**config.mk**
```make
export PLATFORM = sky130hd
export DESIGN_NAME = sine_cosine_table_interp_unit
export DESIGN_NICKNAME = d
export VERILOG_FILES = /design/src/rtl/scti_pkg.sv /design/src/rtl/scti_cdiv.sv /design/src/rtl/scti_fold.sv /design/src/rtl/scti_interp.sv /design/src/rtl/sine_cosine_table_interp_unit.sv
export SDC_FILE = /design/constraint.sdc
export NUM_CORES = 2
export LEC_CHECK = 0
export BUFFER_PORTS_ARGS = -buffer_cell sky130_fd_sc_hd__buf_4
export CAP_MARGIN = 20
export CORE_AREA = 2 2 272 274
export CTS_CLUSTER_SIZE = 28
export DETAILED_ROUTE_END_ITERATION = 16
export DIE_AREA = 0 0 274 276
export PLACE_DENSITY = 0.83
export SYNTH_ARGS = -nofsm -noshare
export SYNTH_HDL_FRONTEND = slang
export SYNTH_SLANG_ARGS = --single-unit
```
**constraint.sdc**
```tcl
create_clock -name clk -period 11.42 [get_ports clk]
set_input_delay 1.713 -clock clk [delete_from_list [all_inputs] [get_ports clk]]
set_output_delay 1.713 -clock clk [all_outputs]
set_load 0.02 [all_outputs]
```
**src/rtl/scti_pkg.sv**
```systemverilog
`default_nettype none

package scti_pkg;

    // Default configuration of the table and the fixed-point formats
    localparam int TABLE_STEPS_DEF     = 360;
    localparam int ANGLE_FRAC_BITS_DEF = 13;
    localparam int OUT_FRAC_BITS_DEF   = 14;

    // Port widths set by the item format
    localparam int ANGLE_W = 16;
    localparam int VALUE_W = 16;

    // pi and pi/2 in Q30
    localparam longint unsigned PI_Q30      = 64'd3373259426;
    localparam longint unsigned HALF_PI_Q30 = 64'd1686629713;

    // Function select codes
    localparam logic OP_SIN = 1'b0;
    localparam logic OP_COS = 1'b1;

    // Round a Q30 constant to the angle format, half up
    function automatic longint unsigned angle_fix(longint unsigned q30, int frac_bits);
        longint unsigned half;
        half = 64'd1 << (29 - frac_bits);
        return (q30 + half) >> (30 - frac_bits);
    endfunction

endpackage

`default_nettype wire

```
**src/rtl/scti_cdiv.sv**
```systemverilog
`default_nettype none

// Pipelined divide by a constant: reciprocal multiply, back-multiply,
// then one compare-and-subtract correction. Three register stages.
module scti_cdiv #(
    parameter int              NUM_W   = 23,
    parameter longint unsigned DIVISOR = 64'd12868,
    parameter int              Q_W     = 9,
    parameter int              R_W     = 14,
    parameter int              SIDE_W  = 1
) (
    input  wire logic              clk,
    input  wire logic              rst_n,
    input  wire logic              up_valid,
    output logic                   up_ready,
    input  wire logic [NUM_W-1:0]  num,
    input  wire logic [SIDE_W-1:0] up_side,
    output logic                   dn_valid,
    input  wire logic              dn_ready,
    output logic [Q_W-1:0]         quo,
    output logic [R_W-1:0]         rem,
    output logic [SIDE_W-1:0]      dn_side
);

    localparam int              STAGES = 3;
    // floor(2^NUM_W / DIVISOR) never overestimates; the quotient is low by at most one
    localparam longint unsigned MULT   = (64'd1 << NUM_W) / DIVISOR;
    localparam int              MW     = $clog2(MULT + 1);
    localparam int              DW     = $clog2(DIVISOR + 1);
    localparam int              RW2    = DW + 1;

    logic [STAGES-1:0] valid_reg;
    logic [STAGES:0]   adv;

    logic [MW-1:0]     qe1_next;
    logic [MW-1:0]     qe1_reg;
    logic [NUM_W-1:0]  n1_reg;
    logic [SIDE_W-1:0] side1_reg;

    logic [NUM_W-1:0]  p2_next;
    logic [NUM_W-1:0]  p2_reg;
    logic [MW-1:0]     qe2_reg;
    logic [NUM_W-1:0]  n2_reg;
    logic [SIDE_W-1:0] side2_reg;

    logic [NUM_W-1:0]  diff;
    logic [RW2-1:0]    rr;
    logic [Q_W-1:0]    quo_next;
    logic [R_W-1:0]    rem_next;
    logic [Q_W-1:0]    quo_reg;
    logic [R_W-1:0]    rem_reg;
    logic [SIDE_W-1:0] side3_reg;

    // A stage loads when it is empty or its contents move on
    always_comb
    begin
        adv[STAGES] = dn_ready;
        for (int i = STAGES - 1; i >= 0; i--)
        begin
            adv[i] = !valid_reg[i] || adv[i+1];
        end
    end

    assign up_ready = adv[0];
    assign dn_valid = valid_reg[STAGES-1];

    // Advance valid bits
    always_ff @(posedge clk or negedge rst_n)
    begin
        if (!rst_n)
        begin
            valid_reg <= '0;
        end
        else
        begin
            if (adv[0])
            begin
                valid_reg[0] <= up_valid;
            end
            for (int i = 1; i < STAGES; i++)
            begin
                if (adv[i])
                begin
                    valid_reg[i] <= valid_reg[i-1];
                end
            end
        end
    end

    // Estimate the quotient by the reciprocal
    always_comb
    begin
        qe1_next = MW'(((NUM_W + MW)'(num) * (NUM_W + MW)'(MULT)) >> NUM_W);
    end

    // Multiply the estimate back by the divisor
    always_comb
    begin
        p2_next = NUM_W'((MW + DW)'(qe1_reg) * (MW + DW)'(DIVISOR));
    end

    // Correct the estimate by one step
    always_comb
    begin
        diff = n2_reg - p2_reg;
        rr   = RW2'(diff);
        if (rr >= RW2'(DIVISOR))
        begin
            quo_next = Q_W'(qe2_reg + 1'b1);
            rem_next = R_W'(rr - RW2'(DIVISOR));
        end
        else
        begin
            quo_next = Q_W'(qe2_reg);
            rem_next = R_W'(rr);
        end
    end

    always_ff @(posedge clk)
    begin
        if (adv[0])
        begin
            qe1_reg   <= qe1_next;
            n1_reg    <= num;
            side1_reg <= up_side;
        end
        if (adv[1])
        begin
            p2_reg    <= p2_next;
            qe2_reg   <= qe1_reg;
            n2_reg    <= n1_reg;
            side2_reg <= side1_reg;
        end
        if (adv[2])
        begin
            quo_reg   <= quo_next;
            rem_reg   <= rem_next;
            side3_reg <= side2_reg;
        end
    end

    assign quo     = quo_reg;
    assign rem     = rem_reg;
    assign dn_side = side3_reg;

endmodule

`default_nettype wire

```
**src/rtl/scti_fold.sv**
```systemverilog
`default_nettype none

// Saturate, shift for cosine, fold into the first quadrant and scale to
// table steps. Three register stages.
module scti_fold import scti_pkg::*; #(
    parameter int TABLE_STEPS     = TABLE_STEPS_DEF,
    parameter int ANGLE_FRAC_BITS = ANGLE_FRAC_BITS_DEF
) (
    input  wire logic                      clk,
    input  wire logic                      rst_n,
    input  wire logic                      up_valid,
    output logic                           up_ready,
    input  wire logic                      op,
    input  wire logic signed [ANGLE_W-1:0] angle,
    output logic                           dn_valid,
    input  wire logic                      dn_ready,
    output logic [$clog2(angle_fix(HALF_PI_Q30, ANGLE_FRAC_BITS) * TABLE_STEPS + 1)-1:0] n,
    output logic                           neg
);

    localparam int              STAGES = 3;
    localparam longint unsigned PA     = angle_fix(PI_Q30, ANGLE_FRAC_BITS);
    localparam longint unsigned HA     = angle_fix(HALF_PI_Q30, ANGLE_FRAC_BITS);
    localparam int AW = (ANGLE_FRAC_BITS + 4 > ANGLE_W) ? ANGLE_FRAC_BITS + 4 : ANGLE_W;
    localparam int HW = $clog2(HA + 1);
    localparam int SW = $clog2(TABLE_STEPS + 1);
    localparam int NW = $clog2(HA * TABLE_STEPS + 1);

    localparam logic signed [AW-1:0] PA_S     = AW'(PA);
    localparam logic signed [AW-1:0] HA_S     = AW'(HA);
    localparam logic signed [AW-1:0] TWO_PA_S = AW'(2 * PA);
    localparam logic        [SW-1:0] STEPS_C  = SW'(TABLE_STEPS);

    logic [STAGES-1:0] valid_reg;
    logic [STAGES:0]   adv;

    logic signed [AW-1:0] a0;
    logic signed [AW-1:0] a1_next;
    logic signed [AW-1:0] a1_reg;

    logic signed [AW-1:0] m;
    logic [HW-1:0]        af_next;
    logic [HW-1:0]        af_reg;
    logic                 neg2_next;
    logic                 neg2_reg;

    logic [HW+SW-1:0]     n_full;
    logic [NW-1:0]        n_reg;
    logic                 neg3_reg;

    always_comb
    begin
        adv[STAGES] = dn_ready;
        for (int i = STAGES - 1; i >= 0; i--)
        begin
            adv[i] = !valid_reg[i] || adv[i+1];
        end
    end

    assign up_ready = adv[0];
    assign dn_valid = valid_reg[STAGES-1];

    // Advance valid bits
    always_ff @(posedge clk or negedge rst_n)
    begin
        if (!rst_n)
        begin
            valid_reg <= '0;
        end
        else
        begin
            if (adv[0])
            begin
                valid_reg[0] <= up_valid;
            end
            for (int i = 1; i < STAGES; i++)
            begin
                if (adv[i])
                begin
                    valid_reg[i] <= valid_reg[i-1];
                end
            end
        end
    end

    // Saturate to +/-pi, then add pi/2 for cosine and wrap by 2*pi
    always_comb
    begin
        a0 = AW'(angle);
        if (a0 > PA_S)
        begin
            a1_next = PA_S;
        end
        else if (a0 < -PA_S)
        begin
            a1_next = -PA_S;
        end
        else
        begin
            a1_next = a0;
        end
        if (op == OP_COS)
        begin
            a1_next = a1_next + HA_S;
            if (a1_next > PA_S)
            begin
                a1_next = a1_next - TWO_PA_S;
            end
        end
    end

    // Take the magnitude and mirror the second quadrant onto the first
    always_comb
    begin
        neg2_next = a1_reg < 0;
        m         = neg2_next ? -a1_reg : a1_reg;
        if (m > HA_S)
        begin
            m = PA_S - m;
        end
        af_next = HW'(m);
    end

    // Scale the folded angle to table steps
    always_comb
    begin
        n_full = (HW + SW)'(af_reg) * (HW + SW)'(STEPS_C);
    end

    always_ff @(posedge clk)
    begin
        if (adv[0])
        begin
            a1_reg <= a1_next;
        end
        if (adv[1])
        begin
            af_reg   <= af_next;
            neg2_reg <= neg2_next;
        end
        if (adv[2])
        begin
            n_reg    <= NW'(n_full);
            neg3_reg <= neg2_reg;
        end
    end

    assign n   = n_reg;
    assign neg = neg3_reg;

endmodule

`default_nettype wire

```
**src/rtl/scti_interp.sv**
```systemverilog
`default_nettype none

// Read the two neighboring sine samples and form the interpolation
// numerator. The table is split into even and odd samples so that both
// neighbors come from one read of each half. Two register stages.
module scti_interp import scti_pkg::*; #(
    parameter int TABLE_STEPS     = TABLE_STEPS_DEF,
    parameter int ANGLE_FRAC_BITS = ANGLE_FRAC_BITS_DEF,
    parameter int OUT_FRAC_BITS   = OUT_FRAC_BITS_DEF
) (
    input  wire logic                                 clk,
    input  wire logic                                 rst_n,
    input  wire logic                                 up_valid,
    output logic                                      up_ready,
    input  wire logic [$clog2(TABLE_STEPS + 1)-1:0]   idx,
    input  wire logic [$clog2(angle_fix(HALF_PI_Q30, ANGLE_FRAC_BITS))-1:0] frac,
    input  wire logic                                 up_neg,
    output logic                                      dn_valid,
    input  wire logic                                 dn_ready,
    output logic [OUT_FRAC_BITS + $clog2(angle_fix(HALF_PI_Q30, ANGLE_FRAC_BITS)) + 1:0] num,
    output logic [OUT_FRAC_BITS:0]                    lo,
    output logic                                      dn_neg
);

    localparam int              STAGES = 2;
    localparam longint unsigned HA     = angle_fix(HALF_PI_Q30, ANGLE_FRAC_BITS);
    localparam int              KW     = $clog2(TABLE_STEPS + 1);
    localparam int              RHW    = $clog2(HA);
    localparam int              RW     = OUT_FRAC_BITS + 1;
    localparam int              TW     = RW + RHW + 1;
    localparam int              NE     = TABLE_STEPS / 2 + 2;
    localparam int              EAW    = $clog2(NE);

    localparam logic [KW-1:0]   LAST_K  = KW'(TABLE_STEPS);
    localparam logic [TW-1:0]   HALF_HA = TW'(HA / 2);

    // (2k)(2k+1) for the terms of the sine series
    localparam longint unsigned TAYLOR_DIV [1:10] =
        '{64'd6, 64'd20, 64'd42, 64'd72, 64'd110, 64'd156, 64'd210, 64'd272, 64'd342, 64'd420};

    typedef logic [RW-1:0] tab_t [NE];

    // sin(x) in Q30 for 0 <= x <= pi/2, by the first eleven terms of the series
    function automatic longint unsigned sin_q30(longint unsigned x);
        longint unsigned term;
        longint          sum;
        int              k;
        term = x;
        sum  = $signed(x);
        for (k = 1; k <= 10; k++)
        begin
            term = (term * x) >> 30;
            term = (term * x) >> 30;
            term = term / TAYLOR_DIV[k];
            if (k[0])
            begin
                sum = sum - $signed(term);
            end
            else
            begin
                sum = sum + $signed(term);
            end
        end
        if (sum < 0)
        begin
            sum = 0;
        end
        if (sum > (64'sd1 <<< 30))
        begin
            sum = 64'sd1 <<< 30;
        end
        return $unsigned(sum);
    endfunction

    // Sample i of the table; zero past the end
    function automatic longint unsigned rom_entry(int i);
        longint unsigned x;
        longint unsigned s;
        if (i == 0 || i > TABLE_STEPS)
        begin
            return 64'd0;
        end
        if (i == TABLE_STEPS)
        begin
            return 64'd1 << OUT_FRAC_BITS;
        end
        x = (longint'(i) * HALF_PI_Q30 + TABLE_STEPS / 2) / TABLE_STEPS;
        s = sin_q30(x);
        if (OUT_FRAC_BITS < 30)
        begin
            s = (s + (64'd1 << (29 - (OUT_FRAC_BITS < 30 ? OUT_FRAC_BITS : 29))))
                >> (30 - (OUT_FRAC_BITS < 30 ? OUT_FRAC_BITS : 29));
        end
        return s;
    endfunction

    function automatic tab_t build_tab(int first);
        tab_t t;
        for (int j = 0; j < NE; j++)
        begin
            t[j] = RW'(rom_entry(2 * j + first));
        end
        return t;
    endfunction

    localparam tab_t EVEN_TAB = build_tab(0);
    localparam tab_t ODD_TAB  = build_tab(1);

    logic [STAGES-1:0] valid_reg;
    logic [STAGES:0]   adv;

    logic [EAW-1:0] addr_e;
    logic [EAW-1:0] addr_o;
    logic [RW-1:0]  ev;
    logic [RW-1:0]  od;
    logic [RW-1:0]  lo_next;
    logic [RW-1:0]  hi;
    logic [RW-1:0]  diff_next;

    logic [RW-1:0]  lo1_reg;
    logic [RW-1:0]  diff1_reg;
    logic [RHW-1:0] frac1_reg;
    logic           neg1_reg;

    logic [TW-1:0]  num_next;
    logic [TW-1:0]  num_reg;
    logic [RW-1:0]  lo2_reg;
    logic           neg2_reg;

    always_comb
    begin
        adv[STAGES] = dn_ready;
        for (int i = STAGES - 1; i >= 0; i--)
        begin
            adv[i] = !valid_reg[i] || adv[i+1];
        end
    end

    assign up_ready = adv[0];
    assign dn_valid = valid_reg[STAGES-1];

    // Advance valid bits
    always_ff @(posedge clk or negedge rst_n)
    begin
        if (!rst_n)
        begin
            valid_reg <= '0;
        end
        else
        begin
            if (adv[0])
            begin
                valid_reg[0] <= up_valid;
            end
            for (int i = 1; i < STAGES; i++)
            begin
                if (adv[i])
                begin
                    valid_reg[i] <= valid_reg[i-1];
                end
            end
        end
    end

    // Look up samples k and k+1; drop the slope at the table end or if it falls
    always_comb
    begin
        addr_o = EAW'(idx >> 1);
        addr_e = EAW'(idx >> 1) + EAW'(idx[0]);
        ev     = EVEN_TAB[addr_e];
        od     = ODD_TAB[addr_o];
        lo_next = idx[0] ? od : ev;
        hi      = idx[0] ? ev : od;
        if (idx < LAST_K && hi >= lo_next)
        begin
            diff_next = hi - lo_next;
        end
        else
        begin
            diff_next = '0;
        end
    end

    // Weight the slope by the remainder and add half a step for rounding
    always_comb
    begin
        num_next = TW'((RW + RHW)'(diff1_reg) * (RW + RHW)'(frac1_reg)) + HALF_HA;
    end

    always_ff @(posedge clk)
    begin
        if (adv[0])
        begin
            lo1_reg   <= lo_next;
            diff1_reg <= diff_next;
            frac1_reg <= frac;
            neg1_reg  <= up_neg;
        end
        if (adv[1])
        begin
            num_reg  <= num_next;
            lo2_reg  <= lo1_reg;
            neg2_reg <= neg1_reg;
        end
    end

    assign num    = num_reg;
    assign lo     = lo2_reg;
    assign dn_neg = neg2_reg;

endmodule

`default_nettype wire

```
**src/rtl/sine_cosine_table_interp_unit.sv**
```systemverilog
// Sine and cosine of a signed Q2.13 angle in radians (op 0 sine, op 1
// cosine), returned as signed Q1.14 by a quarter-wave table of
// TABLE_STEPS+1 samples with linear interpolation; angles beyond +/-pi
// saturate. The unit is a 12-stage pipeline: 3 stages fold the angle and
// scale it to table steps, 3 divide by the constant pi/2 to get the table
// index and remainder, 2 read the table and weight the slope, 3 divide by
// pi/2 again for the interpolated step, and 1 forms the signed result.
// A new angle is taken every cycle unless an output stall has backed up
// to the first stage. Stalls back up stage by stage, so empty stages keep
// filling while a result waits. Results leave in the order the angles
// came in.
`default_nettype none

module sine_cosine_table_interp_unit import scti_pkg::*; #(
    parameter int TABLE_STEPS     = TABLE_STEPS_DEF,
    parameter int ANGLE_FRAC_BITS = ANGLE_FRAC_BITS_DEF,
    parameter int OUT_FRAC_BITS   = OUT_FRAC_BITS_DEF
) (
    input  wire logic                      clk,
    input  wire logic                      rst_n,
    input  wire logic                      req_valid,
    output logic                           req_ready,
    input  wire logic                      op,
    input  wire logic signed [ANGLE_W-1:0] angle,
    output logic                           rsp_valid,
    input  wire logic                      rsp_ready,
    output logic signed [VALUE_W-1:0]      value
);

    localparam longint unsigned HA  = angle_fix(HALF_PI_Q30, ANGLE_FRAC_BITS);
    localparam int              NW  = $clog2(HA * TABLE_STEPS + 1);
    localparam int              KW  = $clog2(TABLE_STEPS + 1);
    localparam int              RHW = $clog2(HA);
    localparam int              RW  = OUT_FRAC_BITS + 1;
    localparam int              TW  = RW + RHW + 1;
    localparam int              VW  = (RW > VALUE_W) ? RW : VALUE_W;

    logic          fold_valid;
    logic          fold_ready;
    logic [NW-1:0] fold_n;
    logic          fold_neg;

    logic           idx_valid;
    logic           idx_ready;
    logic [KW-1:0]  idx_q;
    logic [RHW-1:0] idx_r;
    logic           idx_neg;

    logic          ip_valid;
    logic          ip_ready;
    logic [TW-1:0] ip_num;
    logic [RW-1:0] ip_lo;
    logic          ip_neg;

    logic          step_valid;
    logic          step_ready;
    logic [RW-1:0] step_q;
    logic [RW:0]   step_side;

    logic [VW-1:0]      sum;
    logic [VW-1:0]      res;
    logic [VALUE_W-1:0] value_next;
    logic [VALUE_W-1:0] value_reg;
    logic               rsp_valid_reg;
    logic               out_adv;

    scti_fold #(
        .TABLE_STEPS     (TABLE_STEPS),
        .ANGLE_FRAC_BITS (ANGLE_FRAC_BITS)
    ) u_fold (
        .clk      (clk),
        .rst_n    (rst_n),
        .up_valid (req_valid),
        .up_ready (req_ready),
        .op       (op),
        .angle    (angle),
        .dn_valid (fold_valid),
        .dn_ready (fold_ready),
        .n        (fold_n),
        .neg      (fold_neg)
    );

    // Table index and remainder: n / (pi/2)
    scti_cdiv #(
        .NUM_W   (NW),
        .DIVISOR (HA),
        .Q_W     (KW),
        .R_W     (RHW),
        .SIDE_W  (1)
    ) u_idx_div (
        .clk      (clk),
        .rst_n    (rst_n),
        .up_valid (fold_valid),
        .up_ready (fold_ready),
        .num      (fold_n),
        .up_side  (fold_neg),
        .dn_valid (idx_valid),
        .dn_ready (idx_ready),
        .quo      (idx_q),
        .rem      (idx_r),
        .dn_side  (idx_neg)
    );

    scti_interp #(
        .TABLE_STEPS     (TABLE_STEPS),
        .ANGLE_FRAC_BITS (ANGLE_FRAC_BITS),
        .OUT_FRAC_BITS   (OUT_FRAC_BITS)
    ) u_interp (
        .clk      (clk),
        .rst_n    (rst_n),
        .up_valid (idx_valid),
        .up_ready (idx_ready),
        .idx      (idx_q),
        .frac     (idx_r),
        .up_neg   (idx_neg),
        .dn_valid (ip_valid),
        .dn_ready (ip_ready),
        .num      (ip_num),
        .lo       (ip_lo),
        .dn_neg   (ip_neg)
    );

    // Interpolated step: rounded (slope * remainder) / (pi/2)
    scti_cdiv #(
        .NUM_W   (TW),
        .DIVISOR (HA),
        .Q_W     (RW),
        .R_W     (RHW),
        .SIDE_W  (RW + 1)
    ) u_step_div (
        .clk      (clk),
        .rst_n    (rst_n),
        .up_valid (ip_valid),
        .up_ready (ip_ready),
        .num      (ip_num),
        .up_side  ({ip_neg, ip_lo}),
        .dn_valid (step_valid),
        .dn_ready (step_ready),
        .quo      (step_q),
        .rem      (),
        .dn_side  (step_side)
    );

    // Output register loads when empty or when its result is taken
    assign out_adv    = !rsp_valid_reg || rsp_ready;
    assign step_ready = out_adv;

    // Add the step to the lower sample and restore the sign
    always_comb
    begin
        sum        = VW'(step_side[RW-1:0]) + VW'(step_q);
        res        = step_side[RW] ? -sum : sum;
        value_next = res[VALUE_W-1:0];
    end

    always_ff @(posedge clk or negedge rst_n)
    begin
        if (!rst_n)
        begin
            rsp_valid_reg <= 1'b0;
        end
        else if (out_adv)
        begin
            rsp_valid_reg <= step_valid;
        end
    end

    always_ff @(posedge clk)
    begin
        if (out_adv)
        begin
            value_reg <= value_next;
        end
    end

    assign rsp_valid = rsp_valid_reg;
    assign value     = value_reg;

endmodule

`default_nettype wire
```
==> results_dict.tcl <==
set metrics [dict create \
    htree_levels 2 \
    synth_cell_types 91 \
    synthToLayoutAreaGrowth_pct 6.24 \
    n_antenna_cell 0 \
    yosysTopAreaCell "edfxtp_1" \
    wire_per_inst_um 18.7 \
    first_global_vias 31500 \
    drt_first_pass_iters 6 \
    utilization_pct 60.4 \
    synth_seq_area_share_pct 26.9 \
    wl_um 96000 \
    synthTopCellsByArea "edfxtp_1 26%, fa_1 19%, ha_1 16%" \
    period_needed_ps 7500 \
    clock-root-buffer "clkbuf_16" \
    postCtsSetupBuffers 0 \
    worstSetupStartpointType "input port" \
    ant_nets 0 \
    worstMarginPinSlew_ps 1030 \
    antenna_found_initial 0 \
    synth_common_cells "618 x inv_1, 542 x ha_1, 388 x fa_1" \
    die-width_um 274 \
    synthArstFlopShare_pct 3.23 \
    rows 99 \
    synth-seq-cells 371 \
    maxSlewViolCount 0 \
    skew_ps 44.2 \
    track_usage_pct 25.6 \
    initialDrtViolationCount 2802 \
    drive_gt1_share_pct 4.93 \
    port_buffers 38 \
    clock_latency_ps 600 \
    max-slew-margin-rel_pct 31.5 \
    finalHoldViolCount 0 \
    grt_pass1_wl_um 158000 \
    rsz0062_at_grt "no" \
    clkSinkCount 371 \
    syn_area_sq_um 41200 \
    fillerInstances 5772 \
    critPathCaptureType "output pin" \
    clk_path_buf_depth 3 \
    synth_nets 5132 \
    tns_ps 0 \
    die_h_um 276 \
    crit_required_ps 9710 \
    cts_resized 0 \
    synth_edf_count 359 \
    dpl.hpwl_um 73000 \
    ys.flop_type "edfxtp_1" \
    dieArea_sq_um 75600 \
    hold_class "reg2reg" \
    synthMostInstantiatedCell "inv_1" \
    clkTransAtPathRegs_ps 60 \
    grt_max_degree 80 \
    cts_tree "built" \
    gp_congestion 0.957 \
    cp_max_fo 23 \
    cts_made_buffers 42 \
    drv_cap 0 \
    synthCells 4181 \
    ios 39 \
    largest_reg_flops 28 \
    crit_arrival_ps 5790 \
    fin_crit_sh_pct 65.7 \
    max_freq_mhz 133 \
    start_util_pct 56.8 \
    synth_top_area_share_pct 26.1 \
    fin_nets 5077 \
    crit_type "in2out" \
    drcViolationCount 0 \
    synth_warnings 0 \
    grt.overflow.total 0 \
    outcome "finished, final reports clean" \
    setup_viol_count_final 0 \
    syn_area_per_cell_sq_um 9.86 \
    coreArea_sq_um 72600 \
    viasPerCell 5.98 \
    postCtsHoldBufs 0 \
    vias 30600 \
]
==> cell type report <==
class | instances | area (sq um) | area share, %
Sequential cell | 371 | 11100 | 25.3
Timing Repair Buffer | 71 | 553 | 1.26
Tap cell | 959 | 1200 | 2.74
Multi-Input combinational cell | 3018 | 27200 | 62.1
Inverter | 622 | 2330 | 5.33
Clock inverter | 31 | 354 | 0.808
Clock buffer | 47 | 1070 | 2.44
==> layer usage <==
layer  share of wire, %  track usage (%)  vias to the layer above
met5                  0                0                        -
met3                6.4             3.39                      260
met4                3.6             9.11                        0
li1                   -                -                    14300
met1                 39             32.0                    14800
met2                 51             45.2                     1187
==> cell families after synthesis <==
kind of cell    Yosys count  share of synthesized area, %
xor+xnor                213                          4.54
fa+ha+maj               930                          35.3
compound gates          831                          13.2
mux                      46                          1.37
buf+inv                 792                          7.28
simple gates            998                          11.4
flops                   371                          26.9
==> layout by cell type, fill, tap and decap left out, types with 9 or more instances in the layout <==
| cell | instances |
|---|---|
| o21ai_0 | 201 |
| a31oi_1 | 45 |
| nand2b_1 | 28 |
| fa_1 | 388 |
| a211o_1 | 9 |
| edfxtp_1 | 359 |
| o311ai_0 | 23 |
| ha_1 | 542 |
| buf_4 | 70 |
| o2111ai_1 | 11 |
| and2_1 | 92 |
| nor2_1 | 222 |
| clkbuf_16 | 42 |
| o21a_1 | 31 |
| a21oi_1 | 194 |
| o22ai_1 | 15 |
| xnor2_1 | 147 |
| inv_1 | 616 |
| o21bai_1 | 15 |
| mux2i_1 | 24 |
| mux2_2 | 15 |
| dfrtp_1 | 12 |
| a21o_1 | 41 |
| a211oi_1 | 63 |
| a311oi_1 | 16 |
| or2_2 | 11 |
| nor2b_1 | 32 |
| o211ai_1 | 40 |
| nand3_1 | 82 |
| nand4_1 | 24 |
| or3_1 | 17 |
| nand2_1 | 341 |
| o31ai_1 | 24 |
| and3_1 | 28 |
| clkinv_1 | 14 |
| xor2_1 | 59 |
| nor3_1 | 80 |
| o31a_1 | 12 |
==> critical path: stages <==
cell and delay (ps):
buf_4 110, nor2b_1 390, nand2_1 160, nor2_1 530, nand3_1 140, buf_4 260, nor2_1 260, nand3_1 770
inv_1 270, nand3_1 710, buf_4 440
==> per-stage QoR <==
step / hold WS (ps) / setup WS (ps) / instances / instance area [sq um]
6_report: 418 / 3920 / 5119 / 43800
5_1_grt: 417 / 3570 / 5119 / 43800
4_1_cts: 416 / 3930 / 5117 / 43800
3_5_place_dp: 405 / 4090 / 5039 / 42400
3_3_place_gp: 401 / 4270 / 5039 / 42400
2_1_floorplan: 400 / 4400 / 4181 / 41200
==> worst paths after layout <==
check	slack, ps	endpoint	start	cells past startpoint
hold reg to reg	420	u_step_div.n2_reg[14]	u_step_div.n1_reg[14]	0
setup / recovery	3920	req_ready	rsp_ready	11
hold / removal	420	u_step_div.n2_reg[14]	u_step_div.n1_reg[14]	0
max in group asynchronous	10190	u_interp.valid_reg[0]	rst_n	1
setup reg to reg	4280	u_interp.diff1_reg[8]	u_idx_div.quo[0]	26
min in group asynchronous	990	u_fold.valid_reg[0]	rst_n	1
Power is not shown: default switching activity piles up to over one toggle a cycle in this logic, so the estimate is an artifact.
